### src/sv/clms_ram.sv
`timescale 1ns / 1ps

// simple dual-port RAM, registered read
module clms_ram #(
  parameter int WIDTH = 32,
  parameter int DEPTH = 64
) (
  input  logic                     clk,
  input  logic                     we,
  input  logic [$clog2(DEPTH)-1:0] waddr,
  input  logic [WIDTH-1:0]         wdata,
  input  logic                     re,
  input  logic [$clog2(DEPTH)-1:0] raddr,
  output logic [WIDTH-1:0]         rdata
);

  logic [WIDTH-1:0] mem [DEPTH];

  always_ff @(posedge clk) begin
    if (we) begin
      mem[waddr] <= wdata;
    end
    if (re) begin
      rdata <= mem[raddr];
    end
  end

endmodule

### config.mk
export PLATFORM = sky130hd
export DESIGN_NAME = clms_ram
export DESIGN_NICKNAME = d
export VERILOG_FILES = /design/src/sv/clms_ram.sv
export SDC_FILE = /design/constraint.sdc
export NUM_CORES = 2
export LEC_CHECK = 0
export BUFFER_PORTS_ARGS = -buffer_cell sky130_fd_sc_hd__buf_2
export CORE_MARGIN = 2
export CORE_UTILIZATION = 58
export DETAILED_ROUTE_END_ITERATION = 8
export PLACE_DENSITY = 0.73
export SETUP_SLACK_MARGIN = 0.5
export SYNTH_ARGS = -nofsm -noshare
export SYNTH_HDL_FRONTEND = slang
export SYNTH_SLANG_ARGS = --single-unit
### constraint.sdc
create_clock -name clk -period 4.75 [get_ports clk]
set_input_delay 0.2375 -clock clk [delete_from_list [all_inputs] [get_ports clk]]
set_output_delay 0.2375 -clock clk [all_outputs]
set_load 0.01 [all_outputs]
==> summary.txt <==
Outcome
  • Status: completed

Cells and area
  • FF/Latch Area: 0.0625 mm^2
  • Area Overhead vs Synth: 12.3%
  • Final Core Density: 65.5%
  • FILL cells: 8341
  • Area of the multi-input gates: 0.0160 mm^2
  • Most common cell after layout, fill and taps aside: edfxtp_1
  • Most frequent cells in the layout: edfxtp_1, mux4_2, clkbuf_16
  • Share of cells above drive strength 1: 29.2%
  • Nets: 3608
  • Finished Layout Cells: 5506
  • Final Cell Area: 0.0885 mm^2

Yosys
  • Synth Flop Type: edfxtp_1
  • Flops & latches, synth: 2080
  • Async set-reset flop share out of synthesis: 0%
  • Register area share after synthesis: 79.2%
  • Post-synthesis cell type count: 33
  • Synth warn: 0
  • EDFF count, synth: 2080
  • Mapped Cells: 3324
  • Mapped Nets: 3371
  • Syn Std Cell Area: 0.0788 mm^2
  • Synthesized area per cell: 23.7 um^2

Worst setup path
  • Critical Path RT: 5270 ps
  • Critical path peak fanout: 70
  • CP endpoint kind: flop
  • Reg2reg setup slack: 2060 ps
  • CP Launch Point: raddr[1]
  • RR Startpoint: mem[14][18]
  • Crit-path max cell delay: 750 ps
  • Critical path class: input port to flop
  • Crit-path cells: buf_8 -> buf_4 -> buf_4 -> mux4_2 -> mux4_2 -> o22ai_1 -> nor2_1
  • Critical Path Start Type: input port
  • Critical path's slowest cell: o22ai_1
  • CP arrival: 3740 ps

Clock tree
  • Worst-path clk slew: 60 ps
  • Clk root buf: clkbuf_16
  • Clock tree buffer depth: 3
  • CTS HTree Levels: 4
  • Number of buffers created by CTS: 197
  • Worst skew pair latency: 840 ps
  • Post-CTS setup buffer count: 0
  • CTS tree: built
  • CTS sink count: 2080

Floorplan
  • Die height: 373 um
  • Die Width: 373 um
  • # IOs: 79
  • Full die area: 0.139 mm^2
  • Initial Util: 58.3%
  • Row count: 135
  • Core Box Area: 0.135 mm^2

GRT
  • Largest net degree at the start of global routing: 79
  • Initial antenna violation count: 16
  • Vias in the first global route: 38470
  • First-pass GRT wire length: 289000 um
  • Gr ovfl total: 0
  • Gr usage total: 29.9%

Pwr
  • IR drop worst, VDD: 442 uV
  • Power Density: 424 mW/mm^2
  • LEAKAGE: 27.5 nW
  • Total Power: 37.6 mW

Timing
  • Final period utilization: 67.8%
  • Hold_ws: 91.7 ps
  • Fin worst setup slack: 1530 ps
  • Max frequency: 0.311 GHz
  • Max_slew headroom: 10.6%
  • Fin. Hold Viols: 0
  • Final Max Tran Viols: 0
  • Setup-failing EPs final: 0
  • Layout Skew: 34.2 ps
  • Slew @ Worst Pin: 1340 ps
  • RSZ-0062 raised after global routing: false
  • Final TNS setup: 0 ps
  • Tmin final: 3220 ps

Drt
  • DR DRC count: 0
  • 1st-pass router iterations: 6
  • Wire per inst: 37.1 um
  • Post-route ant nets: 0
  • Total number of vias: 38203
  • Drt total wl: 205000 um
  • Vias per inst: 6.94
  • DR iter-0 viols: 6643

Place
  • Placer Congestion: 0.833
  • IO buf count: 78
  • Placed inst area: 0.0823 mm^2
  • Dpl hpwl: 113000 um
  • DP Worst Slack: 867 ps
  • Placed Cells incl. Taps: 5140

Hold path
  • Hold wc startpoint: wdata[24]
  • HP Class: input port to flop

Job
  • Max Cap Violations: 0
cell type report:
type,instances,area share [%]
Tap cell,1781,2.52
Sequential cell,2080,70.6
Clock buffer,247,5.90
Multi-Input combinational cell,1062,18.0
Clock inverter,114,1.12
Antenna cell,2,0.00565
Timing Repair Buffer,220,1.86
kinds of logic after synthesis:
family          count (synthesis)  synth area share (%)
simple gates                  223                  1.26
buf+inv                       182                  1.12
mux                           637                  16.7
flops                        2080                  79.2
compound gates                202                  1.67
synthesized netlist by cell type, types with 5 or more instances:
| cell | number | share of area [%] |
|---|---|---|
| edfxtp_1 | 2080 | 79 |
| mux4_2 | 544 | 16 |
| nor2_1 | 137 | 0.65 |
| mux2i_1 | 93 | 1.2 |
| o22ai_1 | 84 | 0.67 |
| clkbuf_1 | 74 | 0.35 |
| a21oi_1 | 62 | 0.39 |
| buf_2 | 57 | 0.36 |
| o221ai_1 | 27 | 0.30 |
| nand2_1 | 26 | 0.12 |
| buf_4 | 25 | 0.24 |
| buf_1 | 21 | 0.10 |
| nor2b_1 | 15 | 0.12 |
| a22oi_1 | 12 | 0.11 |
| a311oi_1 | 8 | 0.089 |
| nand2b_1 | 8 | 0.063 |
| nor3_1 | 7 | 0.044 |
| buf_6 | 5 | 0.071 |
| nand3_1 | 5 | 0.032 |
| nand3b_1 | 5 | 0.048 |
registers in the layout, summed over array words and instances, names as in the netlist:
| register | cells |
|---|---|
| mem | 2048 |
| rdata | 32 |
path summary, 6_finish.rpt:
kind	cells after the start	to
worst min-delay path	2	mem[30][24]
worst max register to register	4	rdata[18]
worst max-delay path	7	rdata[18]
worst min register to register	4	rdata[8]
where the power goes:
| part | internal [mW] | leakage (nW) | switching (mW) |
|---|---|---|---|
| registers | 20.4 | 18.7 | 0.0679 |
| clock network | 8.63 | 3.01 | 6.61 |
| logic | 0.671 | 5.77 | 1.22 |
worst max-delay path, delay by kind of cell:
kind,cells,cell delay [ps]
AO/OA/AOI/OAI,1,750
buffers and inverters,3,1480
multiplexers,2,940
AND/OR/NAND/NOR,1,180
timing repair:
item	in CTS	in global routing
gates resized for setup	0	0
setup endpoints to repair	0	0
hold buffers	3	0
hold endpoints to repair	2	0
routing by layer:
layer / track usage (%) / wire (um) / part of all wire [%] / vias up
met5: 0 / 63 / 0.031 / -
met4: 13.0 / 9330 / 4.6 / 10
met3: 5.98 / 23100 / 11 / 456
met2: 47.9 / 101000 / 49 / 2773
met1: 40.7 / 71500 / 35 / 20190
li1: - / - / - / 14774
Note: power is estimated with default switching activity, not from simulation.
